==> src/design/nsf_pkg.sv <==
// Shared constants, types and the sentence type check for the NMEA sentence filter.
`timescale 1ns / 1ps

package nsf_pkg;

  localparam int MAX_LEN   = 1024;
  localparam int LEN_W     = 11;
  localparam int HEAD_LEN  = 6;
  localparam int QDEPTH    = 8;
  localparam int QPTR_W    = 3;
  localparam int QCNT_W    = 4;
  localparam int FLUSH_W   = 3;

  localparam logic [7:0] CHAR_DOLLAR  = 8'h24;
  localparam logic [7:0] CHAR_NEWLINE = 8'h0A;

  // Accepted sentence types, three characters each, first character in the top byte.
  localparam int NUM_TYPES = 6;
  localparam logic [NUM_TYPES-1:0][23:0] TYPE_TABLE = {
    24'h565447,  // VTG
    24'h475341,  // GSA
    24'h475356,  // GSV
    24'h474C4C,  // GLL
    24'h474741,  // GGA
    24'h524D43   // RMC
  };

  typedef enum logic [1:0] {
    CMD_BYTE,
    CMD_LAST,
    CMD_ABORT,
    CMD_FLUSH
  } cmd_kind_t;

  typedef struct packed {
    cmd_kind_t                    kind;
    logic [7:0]                   data;
    logic [HEAD_LEN-1:0][7:0]     head;
  } cmd_t;

  typedef struct packed {
    logic full;
    logic empty;
  } queue_status_t;

  function automatic logic type_known(input logic [7:0] c3, input logic [7:0] c4,
                                      input logic [7:0] c5);
    logic hit;
    hit = 1'b0;
    for (int k = 0; k < NUM_TYPES; k++) begin
      if ({c3, c4, c5} == TYPE_TABLE[k]) begin
        hit = 1'b1;
      end
    end
    return hit;
  endfunction

endpackage

==> src/design/nsf_front.sv <==
// Front end: takes raw bytes, tracks the sentence and issues output commands.
`timescale 1ns / 1ps

module nsf_front (
  input  logic                 clk,
  input  logic                 rst,
  input  logic                 in_valid,
  output logic                 in_ready,
  input  logic [7:0]           in_byte,
  input  nsf_pkg::queue_status_t q_status,
  output logic                 push,
  output nsf_pkg::cmd_t        cmd
);

  logic [nsf_pkg::LEN_W-1:0]      held_length;
  logic [nsf_pkg::LEN_W-1:0]      held_length_next;
  logic [nsf_pkg::HEAD_LEN-2:0][7:0] head;
  logic                           head_we;
  logic                           accept;

  assign in_ready = !q_status.full;
  assign accept   = in_valid && in_ready;

  always_comb begin
    held_length_next = held_length;
    head_we          = 1'b0;
    push             = 1'b0;
    cmd.kind         = nsf_pkg::CMD_BYTE;
    cmd.data         = in_byte;
    cmd.head         = {in_byte, head};
    if (accept) begin
      if (held_length == '0) begin
        if (in_byte == nsf_pkg::CHAR_DOLLAR) begin
          head_we          = 1'b1;
          held_length_next = nsf_pkg::LEN_W'(1);
        end
      end else if (in_byte == nsf_pkg::CHAR_NEWLINE &&
                   held_length > nsf_pkg::LEN_W'(nsf_pkg::HEAD_LEN)) begin
        push             = 1'b1;
        cmd.kind         = nsf_pkg::CMD_LAST;
        held_length_next = '0;
      end else if (held_length < nsf_pkg::LEN_W'(nsf_pkg::HEAD_LEN - 1)) begin
        head_we          = 1'b1;
        held_length_next = held_length + nsf_pkg::LEN_W'(1);
      end else if (held_length == nsf_pkg::LEN_W'(nsf_pkg::HEAD_LEN - 1)) begin
        // The sixth byte completes the type field: flush the head or drop the sentence.
        if (nsf_pkg::type_known(head[3], head[4], in_byte)) begin
          push             = 1'b1;
          cmd.kind         = nsf_pkg::CMD_FLUSH;
          held_length_next = nsf_pkg::LEN_W'(nsf_pkg::HEAD_LEN);
        end else begin
          held_length_next = '0;
        end
      end else if (held_length >= nsf_pkg::LEN_W'(nsf_pkg::MAX_LEN)) begin
        push             = 1'b1;
        cmd.kind         = nsf_pkg::CMD_ABORT;
        cmd.data         = '0;
        held_length_next = '0;
      end else begin
        push             = 1'b1;
        held_length_next = held_length + nsf_pkg::LEN_W'(1);
      end
    end
  end

  always_ff @(posedge clk) begin
    if (rst) begin
      held_length <= '0;
    end else begin
      held_length <= held_length_next;
    end
  end

  always_ff @(posedge clk) begin
    if (head_we) begin
      head[held_length[2:0]] <= in_byte;
    end
  end

  assert property (@(posedge clk) disable iff (rst)
    push |-> accept && held_length != '0)
    else $error("command issued without an accepted byte inside a sentence");

  assert property (@(posedge clk) disable iff (rst)
    held_length <= nsf_pkg::LEN_W'(nsf_pkg::MAX_LEN))
    else $error("held length exceeded the sentence limit");

  assert property (@(posedge clk) disable iff (rst)
    push && cmd.kind == nsf_pkg::CMD_FLUSH |=>
      held_length == nsf_pkg::LEN_W'(nsf_pkg::HEAD_LEN))
    else $error("head flush did not leave six bytes held");

endmodule

==> src/design/nsf_queue.sv <==
// Short command queue between the front end and the output sequencer.
`timescale 1ns / 1ps

module nsf_queue (
  input  logic                   clk,
  input  logic                   rst,
  input  logic                   push,
  input  nsf_pkg::cmd_t          push_cmd,
  input  logic                   pop,
  output nsf_pkg::cmd_t          head_cmd,
  output nsf_pkg::queue_status_t status
);

  nsf_pkg::cmd_t                 entries [nsf_pkg::QDEPTH];
  logic [nsf_pkg::QPTR_W-1:0]    wr_ptr;
  logic [nsf_pkg::QPTR_W-1:0]    rd_ptr;
  logic [nsf_pkg::QCNT_W-1:0]    count;

  assign status.full  = (count == nsf_pkg::QCNT_W'(nsf_pkg::QDEPTH));
  assign status.empty = (count == '0);
  assign head_cmd     = entries[rd_ptr];

  always_ff @(posedge clk) begin
    if (push) begin
      entries[wr_ptr] <= push_cmd;
    end
  end

  always_ff @(posedge clk) begin
    if (rst) begin
      wr_ptr <= '0;
      rd_ptr <= '0;
      count  <= '0;
    end else begin
      if (push) begin
        wr_ptr <= wr_ptr + nsf_pkg::QPTR_W'(1);
      end
      if (pop) begin
        rd_ptr <= rd_ptr + nsf_pkg::QPTR_W'(1);
      end
      if (push && !pop) begin
        count <= count + nsf_pkg::QCNT_W'(1);
      end else if (pop && !push) begin
        count <= count - nsf_pkg::QCNT_W'(1);
      end
    end
  end

  assert property (@(posedge clk) disable iff (rst) !(push && status.full))
    else $error("push into a full queue");

  assert property (@(posedge clk) disable iff (rst) !(pop && status.empty))
    else $error("pop from an empty queue");

  assert property (@(posedge clk) disable iff (rst)
    count <= nsf_pkg::QCNT_W'(nsf_pkg::QDEPTH))
    else $error("queue count out of range");

endmodule

==> src/design/nsf_back.sv <==
// Output sequencer: expands queued commands into result transfers through an output register.
`timescale 1ns / 1ps

module nsf_back (
  input  logic                   clk,
  input  logic                   rst,
  input  nsf_pkg::cmd_t          head_cmd,
  input  nsf_pkg::queue_status_t q_status,
  output logic                   pop,
  output logic                   out_valid,
  input  logic                   out_ready,
  output logic [7:0]             out_byte,
  output logic                   last,
  output logic                   abort
);

  logic [nsf_pkg::FLUSH_W-1:0] flush_idx;
  logic                        load;

  // The output register loads whenever a command is queued and it is empty or being drained.
  assign load = !q_status.empty && (!out_valid || out_ready);
  assign pop  = load && (head_cmd.kind != nsf_pkg::CMD_FLUSH ||
                         flush_idx == nsf_pkg::FLUSH_W'(nsf_pkg::HEAD_LEN - 1));

  always_ff @(posedge clk) begin
    if (rst) begin
      out_valid <= 1'b0;
      flush_idx <= '0;
    end else begin
      if (load) begin
        out_valid <= 1'b1;
      end else if (out_ready) begin
        out_valid <= 1'b0;
      end
      if (load && head_cmd.kind == nsf_pkg::CMD_FLUSH) begin
        if (pop) begin
          flush_idx <= '0;
        end else begin
          flush_idx <= flush_idx + nsf_pkg::FLUSH_W'(1);
        end
      end
    end
  end

  always_ff @(posedge clk) begin
    if (load) begin
      case (head_cmd.kind)
        nsf_pkg::CMD_FLUSH: begin
          out_byte <= head_cmd.head[flush_idx];
          last     <= 1'b0;
          abort    <= 1'b0;
        end
        nsf_pkg::CMD_LAST: begin
          out_byte <= head_cmd.data;
          last     <= 1'b1;
          abort    <= 1'b0;
        end
        nsf_pkg::CMD_ABORT: begin
          out_byte <= '0;
          last     <= 1'b0;
          abort    <= 1'b1;
        end
        default: begin
          out_byte <= head_cmd.data;
          last     <= 1'b0;
          abort    <= 1'b0;
        end
      endcase
    end
  end

  assert property (@(posedge clk) disable iff (rst)
    flush_idx != '0 |-> !q_status.empty && head_cmd.kind == nsf_pkg::CMD_FLUSH)
    else $error("flush in progress without a flush command at the queue head");

  assert property (@(posedge clk) disable iff (rst)
    flush_idx < nsf_pkg::FLUSH_W'(nsf_pkg::HEAD_LEN))
    else $error("flush index out of range");

  assert property (@(posedge clk) disable iff (rst) out_valid |-> !(last && abort))
    else $error("result marked both last and abort");

endmodule

==> src/design/nmea_sentence_filter.sv <==
// Top level of the NMEA sentence filter: front end, command queue and output sequencer.
// A passed byte, closing newline or abort is queued, then loaded into the output register.
// The six head bytes leave in order from the flush command that the sixth byte queues.
// Throughput: one input byte per cycle unless the queue is full; the output register sends
// one result per cycle unless out_ready is low, and the eight-entry queue absorbs the head flush.
// Reset (synchronous, active high) empties the queue and output register and returns to idle.
`timescale 1ns / 1ps

module nmea_sentence_filter (
  input  logic       clk,
  input  logic       rst,
  input  logic       in_valid,
  output logic       in_ready,
  input  logic [7:0] in_byte,
  output logic       out_valid,
  input  logic       out_ready,
  output logic [7:0] out_byte,
  output logic       last,
  output logic       abort
);

  nsf_pkg::queue_status_t q_status;
  nsf_pkg::cmd_t          push_cmd;
  nsf_pkg::cmd_t          head_cmd;
  logic                   push;
  logic                   pop;

  nsf_front u_front (
    .clk      (clk),
    .rst      (rst),
    .in_valid (in_valid),
    .in_ready (in_ready),
    .in_byte  (in_byte),
    .q_status (q_status),
    .push     (push),
    .cmd      (push_cmd)
  );

  nsf_queue u_queue (
    .clk      (clk),
    .rst      (rst),
    .push     (push),
    .push_cmd (push_cmd),
    .pop      (pop),
    .head_cmd (head_cmd),
    .status   (q_status)
  );

  nsf_back u_back (
    .clk       (clk),
    .rst       (rst),
    .head_cmd  (head_cmd),
    .q_status  (q_status),
    .pop       (pop),
    .out_valid (out_valid),
    .out_ready (out_ready),
    .out_byte  (out_byte),
    .last      (last),
    .abort     (abort)
  );

endmodule
==> config.mk <==
export PLATFORM = sky130hd
export DESIGN_NAME = nmea_sentence_filter
export DESIGN_NICKNAME = d
export VERILOG_FILES = /design/src/design/nsf_pkg.sv /design/src/design/nsf_front.sv /design/src/design/nsf_queue.sv /design/src/design/nsf_back.sv /design/src/design/nmea_sentence_filter.sv
export SDC_FILE = /design/constraint.sdc
export NUM_CORES = 1
export LEC_CHECK = 0
export BUFFER_PORTS_ARGS = -buffer_cell sky130_fd_sc_hd__clkbuf_2
export CORE_ASPECT_RATIO = 1.4
export CORE_MARGIN = 2
export CORE_UTILIZATION = 55
export DETAILED_ROUTE_END_ITERATION = 10
export GPL_TIMING_DRIVEN = 1
export PLACE_DENSITY = 0.71
export SLEW_MARGIN = 20
export SYNTH_ARGS = -nofsm -noshare
export SYNTH_HDL_FRONTEND = slang
export SYNTH_SLANG_ARGS = --single-unit
==> constraint.sdc <==
create_clock -name clk -period 3.98 [get_ports clk]
set_input_delay 0.597 -clock clk [delete_from_list [all_inputs] [get_ports clk]]
set_output_delay 0.597 -clock clk [all_outputs]
set_load 0.05 [all_outputs]
==> results of run 1 <==
## worst max path at each step
stage,startpoint,endpoint,slack (ns),cells past startpoint
after global routing,u_front.cmd[37]$_DFFE_PP_,u_queue.count[3]$_SDFFE_PP0P_,0.21,13
after CTS,u_front.cmd[35]$_DFFE_PP_,u_queue.count[3]$_SDFFE_PP0P_,0.54,13
after global placement,in_byte[2],u_queue.count[3]$_SDFFE_PP0P_,0.47,14
after detailed placement,in_byte[2],u_queue.count[3]$_SDFFE_PP0P_,0.34,14
final,u_front.cmd[35]$_DFFE_PP_,u_queue.count[3]$_SDFFE_PP0P_,0.49,13
after floorplan,in_byte[5],u_queue.entries[3][0]$_DFFE_PP_,0.31,7
## state kept, by name, summed over array words and instances (netlist names), named ones only
signal	cells
u_back.last	1
u_front.cmd	40
u_back.flush_idx	3
u_back.abort	1
u_front.held_length	11
u_back.out_valid	1
u_queue.rd_ptr	3
u_queue.entries	464
u_queue.wr_ptr	3
u_back.out_byte	8
u_queue.count	4
## synthesized netlist by cell type (2+ instances only)
| cell type | number | area, µm² |
|---|---|---|
| nor2_1 | 28 | 105 |
| a311oi_1 | 7 | 61.3 |
| dfxtp_1 | 28 | 561 |
| and2_1 | 12 | 75.1 |
| a21o_1 | 2 | 15.0 |
| ha_1 | 10 | 125 |
| nor4_2 | 2 | 25.0 |
| clkbuf_1 | 8 | 30.0 |
| nand4b_1 | 2 | 17.5 |
| o21ai_0 | 4 | 20.0 |
| o21ai_1 | 11 | 55.1 |
| buf_4 | 10 | 75.1 |
| nor3b_1 | 2 | 15.0 |
| and3_1 | 11 | 68.8 |
| edfxtp_1 | 514 | 15400 |
| and4b_1 | 3 | 30.0 |
| nor4bb_1 | 4 | 40.0 |
| o221ai_1 | 8 | 70.1 |
| nand4_1 | 5 | 31.3 |
| buf_1 | 11 | 41.3 |
| or4b_1 | 2 | 20.0 |
| nand3_1 | 7 | 35.0 |
| mux2_1 | 2 | 22.5 |
| nand2_1 | 17 | 63.8 |
| and4bb_1 | 2 | 25.0 |
| buf_6 | 3 | 33.8 |
| nor2b_1 | 7 | 43.8 |
| mux4_2 | 124 | 2790 |
| mux2i_1 | 45 | 450 |
| nor4_1 | 3 | 18.8 |
| a21oi_1 | 21 | 105 |
| o22ai_1 | 16 | 100 |
| clkinv_1 | 8 | 30.0 |
| inv_1 | 7 | 26.3 |
| xnor2_1 | 4 | 35.0 |
| or3_1 | 5 | 31.3 |
| buf_2 | 10 | 50.1 |
| nor3_1 | 9 | 45.0 |
| nand2b_1 | 6 | 37.5 |
## critical path, delay by kind of cell, from the launching register on
| kind | cells | cell delay (ns) |
|---|---|---|
| adders and majority gates | 2 | 0.50 |
| DFF | 1 | 0.51 |
| xor gates and xnor gates | 1 | 0.09 |
| buffers and inverters | 1 | 0.10 |
| and+or+nand+nor | 3 | 1.14 |
| AOI/OAI and AO/OA | 6 | 1.06 |
## logic make-up (layout without fill, tap and decap cells)
| group | Yosys count | after routing | synth area share (%) |
|---|---|---|---|
| AOI/OAI and AO/OA | 81 | 81 | 2.57 |
| xor gates and xnor gates | 5 | 5 | 0.208 |
| adders and majority gates | 11 | 11 | 0.689 |
| buffers and inverters | 57 | 160 | 1.36 |
| DFF | 542 | 542 | 75.9 |
| muxes | 172 | 172 | 15.6 |
| and+or+nand+nor | 133 | 133 | 3.68 |
## through the flow
stage,cells,worst slack (ns)
after floorplan,1001,0.311
after global placement,1487,0.465
after detailed placement,1487,0.343
after CTS,1577,0.536
after global routing,1577,0.208
final,1577,0.493
## layout make-up
cell class	instances	area (µm²)	area share, %
Sequential cell	542	16000	67.8
Clock buffer	65	1370	5.80
Multi-Input combinational cell	402	4820	20.4
Clock inverter	25	195	0.827
Inverter	15	56.3	0.239
Timing Repair Buffer	55	556	2.35
Tap cell	473	592	2.51
## layer usage
layer	wire length, µm	up-vias	GRT usage (%)
met2	23200	377	38.9
met1	17500	5331	30.8
met5	0	-	0
met4	996	0	6.27
met3	2500	65	2.84
li1	-	4333	-
## report_power, final
| group | total [W] | switching, W | internal [W] | leakage, nW |
|---|---|---|---|---|
| Sequential | 0.00641 | 0.000128 | 0.00628 | 4.87 |
| Clock | 0.00460 | 0.00199 | 0.00261 | 0.775 |
| Combinational | 0.00231 | 0.00117 | 0.00113 | 1.58 |
| Total | 0.0133 | 0.00329 | 0.0100 | 7.23 |
==> results by group, run 1 <==
Timing
  • Post-layout min period: 3.49 ns
  • Final setup violation count: 0
  • Hold Fails Final Rpt: 0
  • Final slew viol count: 0
  • Unrepaired setup endpoints after global routing: false
  • Fin Clk Skew: 0.0138 ns
  • Tcrit/Tclk final: 87.6%
  • Slew headroom: 36.1%
  • Worst-Margin Slew: 0.957 ns
  • Hold_ws: 0.318 ns
  • Peak Freq: 0.287 GHz
  • Post-route setup TNS: 0 ns

CTS
  • CTS Hold Bufs: 0
  • Worst skew pair latency: 0.57 ns
  • Setup Buffers After CTS: 0
  • CTS tree: done
  • Clock sinks: 542
  • Resize count post-CTS: 0
  • Total CTS buffers: 49
  • Root Driver: clkbuf_16
  • Clock Tree Buf Depth: 3
  • H-tree levels: 2
  • Register clock-pin slew on the reported worst setup and hold paths: 0.06 ns

Die
  • FP Rows: 84
  • Num ports: 24
  • Die area: 39900 µm²
  • Starting density of the core: 56.0%
  • Die X-Extent: 169 µm
  • Vert. Die Dim: 236 µm
  • Core box area: 37600 µm²

Synth
  • Synth warn: 0
  • Top FF cell, synth: edfxtp_1
  • Avg Inst Size Synth: 21.0 µm²
  • Async SR Flop Fraction: 0%
  • Mapped Area: 21100 µm²
  • Post-synth cell types: 60
  • Mapped Cells: 1001
  • Seq/Total Area, Yosys: 75.9%
  • Number of synthesized flops with an enable pin: 514
  • FF+latch count, synth: 542
  • Syn Nets: 1024

Worst setup path
  • Slowest stage delay, CP: 0.62 ns
  • Crit path cell chain: or4b_1 -> nand4b_1 -> o21ai_1 -> a221o_1 -> o31a_1 -> ha_1 -> inv_1 -> ha_1 -> a21o_1 -> a21oi_1 -> xnor2_1 -> or3_1 -> a21oi_1
  • Crit Path Category: flip-flop to flip-flop
  • R2R setup slack: 0.49 ns
  • Slowest-stage cell, CP: or4b_1
  • Worst-path maximum fanout: 10
  • Worst setup EP type: flip-flop
  • CP Launch Type: flip-flop
  • Worst EP required: 4.46 ns
  • Worst R2R Start: u_front.cmd[35]$_DFFE_PP_
  • CP Data Arrival Time: 3.97 ns
  • Reg2reg end: u_queue.count[3]$_SDFFE_PP0P_
  • R2R cell count: 13

GRT
  • GRT overflow: 0
  • Vias in the first global route: 10211
  • GRT Resource Usage Total: 22.6%
  • Largest net degree at the start of global routing: 89
  • Antenna violations before repair: 0
  • Wire length of the first global-routing pass: 65700 µm

Placement
  • IO buf count: 23
  • Post-DP HPWL: 24500 µm
  • Cell Area, Placed: 22000 µm²
  • GP Congestion: 0.831

Job
  • Max-Cap Viols: 0

Layout
  • Finished Cell Area: 23600 µm²
  • ANT cells: 0
  • Commonest cells after routing, fill and taps aside: edfxtp_1 (514), mux4_2 (124), clkbuf_16 (51)
  • Layout cell share with drive strength beyond 1: 24.5%
  • Commonest non-fill, non-tap cell in the layout: edfxtp_1
  • Area added between synthesis and finish: 12.0%
  • Net count, final: 1088
  • Fin util: 62.7%
  • Filler cells: 2552

Hold path
  • Hold WC Path Type: input pin to flip-flop
  • Hold Path Depth: 3
  • Hold_sp: out_ready
  • Hold worst-path end: u_back.out_valid$_SDFFE_PP0P_

Drt
  • Vias: 10106
  • WL per Instance: 28.0 µm
  • Final WL: 44100 µm
  • DRT antenna net count: 0
  • DRC Markers: 0
  • First drt pass iteration count: 5
  • DR vias/cell: 6.41
  • Iter 0 DRT Violations: 1106

Pwr
  • Power, Total: 0.0133 W
  • Maximum vdd drop: 422 µV
  • Cell area power density: 564 nW/µm²
  • Leakage: 7.23 nW

Status
  • Status: complete, no violations
Note: power is estimated with default switching activity, not from simulation.
==> run 2: changes to the inputs <==
--- a/config.mk
+++ b/config.mk
@@ -8,10 +8,10 @@
 export BUFFER_PORTS_ARGS = -buffer_cell sky130_fd_sc_hd__clkbuf_2
 export CORE_ASPECT_RATIO = 1.4
 export CORE_MARGIN = 2
-export CORE_UTILIZATION = 55
+export CORE_UTILIZATION = 45
 export DETAILED_ROUTE_END_ITERATION = 10
 export GPL_TIMING_DRIVEN = 1
-export PLACE_DENSITY = 0.71
+export HOLD_SLACK_MARGIN = 0.03
 export SLEW_MARGIN = 20
 export SYNTH_ARGS = -nofsm -noshare
 export SYNTH_HDL_FRONTEND = slang
==> results by group, run 2 (synthesized netlist as in run 1, its figures left out) <==
Status
  • Status: complete, no violations

Worst setup path
  • Reg2reg end: u_queue.count[3]$_SDFFE_PP0P_
  • CP Launch Type: flip-flop
  • Worst EP required: 4.47 ns (about the same)
  • Worst R2R Start: u_front.cmd[39]$_DFFE_PP_
  • CP Data Arrival Time: 3.98 ns (about the same)
  • R2R cell count: 13 (unchanged)
  • Worst-path maximum fanout: 10 (unchanged)
  • Worst setup EP type: flip-flop
  • Slowest-stage cell, CP: or4b_1
  • R2R setup slack: 0.49 ns (about the same)
  • Slowest stage delay, CP: 0.60 ns (-0.02 ns)
  • Crit Path Category: flip-flop to flip-flop
  • Crit path cell chain: or4b_1 -> nand4b_1 -> o21ai_1 -> a221o_1 -> o31a_1 -> ha_1 -> inv_1 -> ha_1 -> a21o_1 -> a21oi_1 -> xnor2_1 -> or3_1 -> a21oi_1

Timing
  • Tcrit/Tclk final: 87.7% (about the same)
  • Post-route setup TNS: 0 ns (unchanged)
  • Peak Freq: 0.287 GHz (about the same)
  • Final setup violation count: 0 (unchanged)
  • Hold_ws: 0.273 ns (-0.0449 ns)
  • Slew headroom: 45.7% (+9.6 points)
  • Worst-Margin Slew: 0.814 ns (-0.143 ns)
  • Hold Fails Final Rpt: 0 (unchanged)
  • Final slew viol count: 0 (unchanged)
  • Unrepaired setup endpoints after global routing: false
  • Final setup margin: 0.490 ns (-0.00213 ns)
  • Post-layout min period: 3.49 ns (+0.00213 ns)
  • Fin Clk Skew: 0.0246 ns (+0.0108 ns)

Drt
  • DRC Markers: 0 (unchanged)
  • First drt pass iteration count: 5 (unchanged)
  • WL per Instance: 26.5 µm (-5.4%)
  • Iter 0 DRT Violations: 880 (-20%)
  • DRT antenna net count: 0 (unchanged)
  • Vias: 10045 (-0.60%)
  • DR vias/cell: 5.81 (-9.3%)
  • Final WL: 45800 µm (+3.7%)

GRT
  • Wire length of the first global-routing pass: 67900 µm (+3.4%)
  • Largest net degree at the start of global routing: 113 (+27%)
  • Antenna violations before repair: 1 (+1)
  • Vias in the first global route: 10522 (+3.0%)
  • GRT Resource Usage Total: 19.1% (-3.5 points)
  • GRT overflow: 0 (unchanged)

Die
  • Starting density of the core: 45.7% (-10 points)
  • Die area: 48600 µm² (+22%)
  • Core box area: 46100 µm² (+22%)
  • Num ports: 24 (unchanged)
  • Vert. Die Dim: 260 µm (+10%)
  • FP Rows: 93 (+11%)
  • Die X-Extent: 187 µm (+10%)

Layout
  • Commonest cells after routing, fill and taps aside: edfxtp_1 (514), mux4_2 (124), clkbuf_16 (52)
  • Fin cells: 1728 (+9.6%)
  • Filler cells: 3702 (+45%)
  • Max FFs per register: 464 (unchanged)
  • Commonest non-fill, non-tap cell in the layout: edfxtp_1
  • Most flops, register: u_queue.entries
  • Layout cell share with drive strength beyond 1: 24.8% (+0.32 points)
  • Area added between synthesis and finish: 12.8%
  • Net count, final: 1092 (+0.37%)

Placement
  • Dpl ws: 0.435 ns (+0.0918 ns)
  • Dpl cells: 1633 (+9.8%)
  • Post-DP HPWL: 25700 µm (+4.9%)
  • GP Congestion: 0.805 (-3.2%)
  • IO buf count: 23 (unchanged)

CTS
  • Total CTS buffers: 51 (+4.1%)
  • Worst skew pair latency: 0.58 ns (about the same)
  • Resize count post-CTS: 0 (unchanged)
  • CTS tree: done
  • Register clock-pin slew on the reported worst setup and hold paths: 0.06 ns (about the same)
  • CTS Hold Bufs: 0 (unchanged)
  • Clock sinks: 542 (unchanged)
  • Root Driver: clkbuf_16
  • Clock Tree Buf Depth: 3 (unchanged)
  • H-tree levels: 2 (unchanged)
  • Setup Buffers After CTS: 0 (unchanged)

Hold path
  • Hold_sp: in_byte[7]
  • Hold worst-path end: u_front.cmd[39]$_DFFE_PP_
  • Hold Path Depth: 1 (-2)
  • Hold WC Path Type: input pin to flip-flop

Pwr
  • Maximum vdd drop: 371 µV (-12%)
  • Power, Total: 0.0134 W (+0.63%)
  • Cell area power density: 564 nW/µm² (about the same)
  • Leakage: 7.22 nW (about the same)

Job
  • Max-Cap Viols: 0 (unchanged)
-- run 2: changes by cell type in the layout (fill, tap and decap cells not counted), sizes merged --
cell and change:
buf +2, clkinvlp +3, diode +1, clkbuf -4, inv +1, clkinv +4
-- run 2: critical path, delay by kind of cell (launching register included) --
family                     cells  cell delay, ns
xor gates and xnor gates       1            0.09
AOI/OAI and AO/OA              6            1.08
adders and majority gates      2            0.49
buffers and inverters          1            0.10
and+or+nand+nor                3            1.11
DFF                            1            0.55
-- run 2: final cells by class --
| type | count | area, µm² | share of cell area [%] |
|---|---|---|---|
| diodes | 1 | 2.50 | 0.0105 |
| clock inverters | 33 | 251 | 1.06 |
| flip-flops and latches | 542 | 16000 | 67.4 |
| multi-input cells | 402 | 4820 | 20.3 |
| inverters | 15 | 56.3 | 0.237 |
| repair buffers | 57 | 508 | 2.14 |
| well taps | 617 | 772 | 3.25 |
| clock buffers | 61 | 1340 | 5.62 |
-- run 2: metal layers --
layer,share of wire (%),up-vias,global-route usage [%]
met2,52,241,33.6
met4,3.2,0,7.10
met3,4.5,81,2.94
met1,40,5397,24.1
met5,0,-,0
li1,-,4326,-
-- run 2: how the worst max path moves through the flow --
stage | slack [ns] | end | cells after the start | start
finish | 0.49 | u_queue.count[3]$_SDFFE_PP0P_ | 13 | u_front.cmd[39]$_DFFE_PP_
global route | 0.34 | u_queue.count[3]$_SDFFE_PP0P_ | 13 | u_front.cmd[37]$_DFFE_PP_
detailed placement | 0.43 | u_queue.count[3]$_SDFFE_PP0P_ | 14 | in_byte[4]
CTS | 0.55 | u_queue.count[3]$_SDFFE_PP0P_ | 13 | u_front.cmd[35]$_DFFE_PP_
floorplan | 0.31 | u_queue.entries[3][0]$_DFFE_PP_ | 7 | in_byte[5]
global placement | 0.51 | u_queue.count[3]$_SDFFE_PP0P_ | 14 | in_byte[4]
-- run 2: report_power, final --
part	leakage [nW]	internal, W	switching, W
Combinational	1.58	0.00115	0.00126
Clock	0.776	0.00259	0.00204
Sequential	4.87	0.00628	0.0000697
Total	7.22	0.0100	0.00337
-- run 2: per-stage QoR --
stage                     util (%)  instance area, µm²
after CTS                     51.5               23700
after global routing          51.5               23800
after floorplan                  -               21100
after global placement        48.1               22200
final                         51.5               23800
after detailed placement      48.1               22200
==> run 3: changes to the inputs <==
--- a/config.mk
+++ b/config.mk
@@ -12,6 +12,7 @@
 export DETAILED_ROUTE_END_ITERATION = 10
 export GPL_TIMING_DRIVEN = 1
 export HOLD_SLACK_MARGIN = 0.03
+export PLACE_DENSITY = 0.7
 export SLEW_MARGIN = 20
 export SYNTH_ARGS = -nofsm -noshare
 export SYNTH_HDL_FRONTEND = slang
==> results by group, run 3 (synthesized netlist as in run 1, its figures left out) <==
Timing
  • Slew headroom: 33.0% (-13 points)
  • Post-route setup TNS: 0 ns (unchanged)
  • Final slew viol count: 0 (unchanged)
  • Worst-Margin Slew: 0.997 ns (+0.183 ns)
  • Hold_ws: 0.295 ns (+0.0211 ns)
  • Final setup margin: 0.481 ns (-0.00985 ns)
  • Tcrit/Tclk final: 87.9% (+0.25 points)
  • Fin Clk Skew: 0.0278 ns (+0.00320 ns)
  • Peak Freq: 0.286 GHz (-0.28%)
  • Unrepaired setup endpoints after global routing: false
  • Final setup violation count: 0 (unchanged)
  • Post-layout min period: 3.50 ns (+0.00985 ns)
  • Hold Fails Final Rpt: 0 (unchanged)

Worst setup path
  • Slowest-stage cell, CP: or4b_1
  • Worst setup EP type: flip-flop
  • R2R cell count: 13 (unchanged)
  • Crit path cell chain: or4b_1 -> nand4b_1 -> o21ai_1 -> a221o_1 -> o31a_1 -> ha_1 -> inv_1 -> ha_1 -> a21o_1 -> a21oi_1 -> xnor2_1 -> or3_1 -> a21oi_1
  • CP Launch Type: flip-flop
  • Crit Path Category: flip-flop to flip-flop
  • CP Data Arrival Time: 4.00 ns (+0.02 ns)
  • Worst-path maximum fanout: 10 (unchanged)
  • Worst EP required: 4.48 ns (about the same)
  • Slowest stage delay, CP: 0.62 ns (+0.02 ns)

Die
  • Core box area: 46100 µm² (unchanged)
  • Starting density of the core: 45.7% (unchanged)
  • Vert. Die Dim: 260 µm (unchanged)
  • Die area: 48600 µm² (unchanged)
  • Die X-Extent: 187 µm (unchanged)
  • FP Rows: 93 (unchanged)
  • Num ports: 24 (unchanged)

Pwr
  • Maximum vdd drop: 433 µV (+17%)
  • Leakage: 7.13 nW (-1.2%)
  • Sw Pwr: 0.00330 W (-2.1%)
  • Clock network fraction of total power: 32.7% (-1.9 points)
  • Sw frac: 25.4% (+0.20 points)
  • Int Pwr: 0.00971 W (-3.1%)
  • Sequential Power Share: 48.9% (+1.5 points)
  • Cell area power density: 551 nW/µm² (-2.2%)
  • Combinational group share of total power: 18.4% (+0.4 points)

GRT
  • GRT overflow: 0 (unchanged)
  • Antenna violations before repair: 3 (+2)
  • GRT Resource Usage Total: 18.8% (-0.32 points)
  • Wire length of the first global-routing pass: 67100 µm (-1.2%)
  • Vias in the first global route: 10627 (+1.0%)
  • Largest net degree at the start of global routing: 112 (-0.88%)

Hold path
  • Hold WC Path Type: input pin to flip-flop
  • Hold Path Depth: 3 (+2)

Drt
  • Vias: 10186 (+1.4%)
  • DRT antenna net count: 0 (unchanged)
  • DRC Markers: 0 (unchanged)
  • First drt pass iteration count: 5 (unchanged)
  • DR vias/cell: 5.93 (+1.9%)
  • Iter 0 DRT Violations: 927 (+5.3%)
  • WL per Instance: 26.3 µm (-0.71%)
  • Final WL: 45200 µm (-1.2%)

CTS
  • Worst skew pair latency: 0.58 ns (about the same)
  • CTS tree: done
  • Root Driver: clkbuf_16
  • Clock Tree Buf Depth: 3 (unchanged)
  • Total CTS buffers: 47 (-7.8%)
  • Setup Buffers After CTS: 0 (unchanged)
  • H-tree levels: 2 (unchanged)
  • CTS Hold Bufs: 0 (unchanged)
  • Register clock-pin slew on the reported worst setup and hold paths: 0.07 ns (about the same)
  • Clock sinks: 542 (unchanged)
  • Resize count post-CTS: 0 (unchanged)

Layout
  • Commonest cells after routing, fill and taps aside: edfxtp_1 (514), mux4_2 (124), clkbuf_16 (48)
  • Layout cell share with drive strength beyond 1: 24.1% (-0.71 points)
  • Net count, final: 1088 (-0.37%)
  • Register Area: 16000 µm² (unchanged)
  • Finished Cell Area: 23600 µm² (-0.65%)
  • Most flops, register: u_queue.entries
  • Max FFs per register: 464 (unchanged)
  • Commonest non-fill, non-tap cell in the layout: edfxtp_1
  • Fin util: 51.2% (-0.34 points)
  • Area added between synthesis and finish: 12.0%
  • Footprint of the multi-input gates: 4820 µm² (unchanged)
  • Filler cells: 3661 (-1.1%)

Placement
  • Cell Area, Placed: 22200 µm² (+0.11%)
  • GP Congestion: 0.815 (+1.3%)
  • IO buf count: 23 (unchanged)
  • Post-DP HPWL: 26700 µm (+4.2%)
  • Dpl ws: 0.317 ns (-0.117 ns)

Job
  • Max-Cap Viols: 0 (unchanged)

Status
  • Status: complete, no violations
==> run 3: cell count changes in the layout (fill, tap and decap cells not counted), sizes merged <==
cell    before  now
inv          9    8
bufinv       3    1
clkinv      33   27
==> run 3: layout make-up <==
cell class / instances / area share, %
antenna: 1 / 0.0106
timing repair buffer: 57 / 2.26
clock buffer: 61 / 5.30
inverter: 15 / 0.239
sequential: 542 / 67.8
tap: 617 / 3.27
multi-input combinational: 402 / 20.4
clock inverter: 24 / 0.663
==> run 3: final timing paths <==
check / from / endpoint / slack [ns]
hold / removal: out_ready / u_back.out_valid$_SDFFE_PP0P_ / 0.29
setup reg to reg: u_front.cmd[35]$_DFFE_PP_ / u_queue.count[3]$_SDFFE_PP0P_ / 0.48
hold reg to reg: u_back.out_valid$_SDFFE_PP0P_ / u_back.out_valid$_SDFFE_PP0P_ / 0.49
setup / recovery: u_front.cmd[35]$_DFFE_PP_ / u_queue.count[3]$_SDFFE_PP0P_ / 0.48
==> run 3: power groups by stage <==
stage | sequential [W] | combinational, W | clock [W]
after CTS | 0.00637 | 0.00245 | 0.00431
after global placement | 0.00649 | 0.00242 | 0
after floorplan | 0.00659 | 0.00180 | 0
after detailed placement | 0.00649 | 0.00244 | 0
final | 0.00636 | 0.00239 | 0.00425
after global routing | 0.00637 | 0.00257 | 0.00449
==> run 3: critical path: cells and delay by family (launching register included) <==
kind | cells | cell delay, ns
adder cells (fa/ha/maj) | 2 | 0.50
AO/OA/AOI/OAI | 6 | 1.07
flip-flops | 1 | 0.53
XOR/XNOR | 1 | 0.09
buffers and inverters | 1 | 0.10
AND/OR/NAND/NOR | 3 | 1.13
==> run 3: layer usage <==
| metal | track usage [%] | share of wire (%) | wire length (µm) |
|---|---|---|---|
| met5 | 0 | 0.060 | 27 |
| met4 | 8.44 | 4.3 | 1930 |
| met3 | 2.48 | 5.3 | 2380 |
| met2 | 33.1 | 52 | 23600 |
| met1 | 23.3 | 38 | 17300 |
==> run 3: through the flow <==
stage,power (W),instances
after floorplan,0.00839,1001
after global placement,0.00891,1633
after detailed placement,0.00893,1633
after CTS,0.0131,1718
after global routing,0.0134,1719
final,0.0130,1719
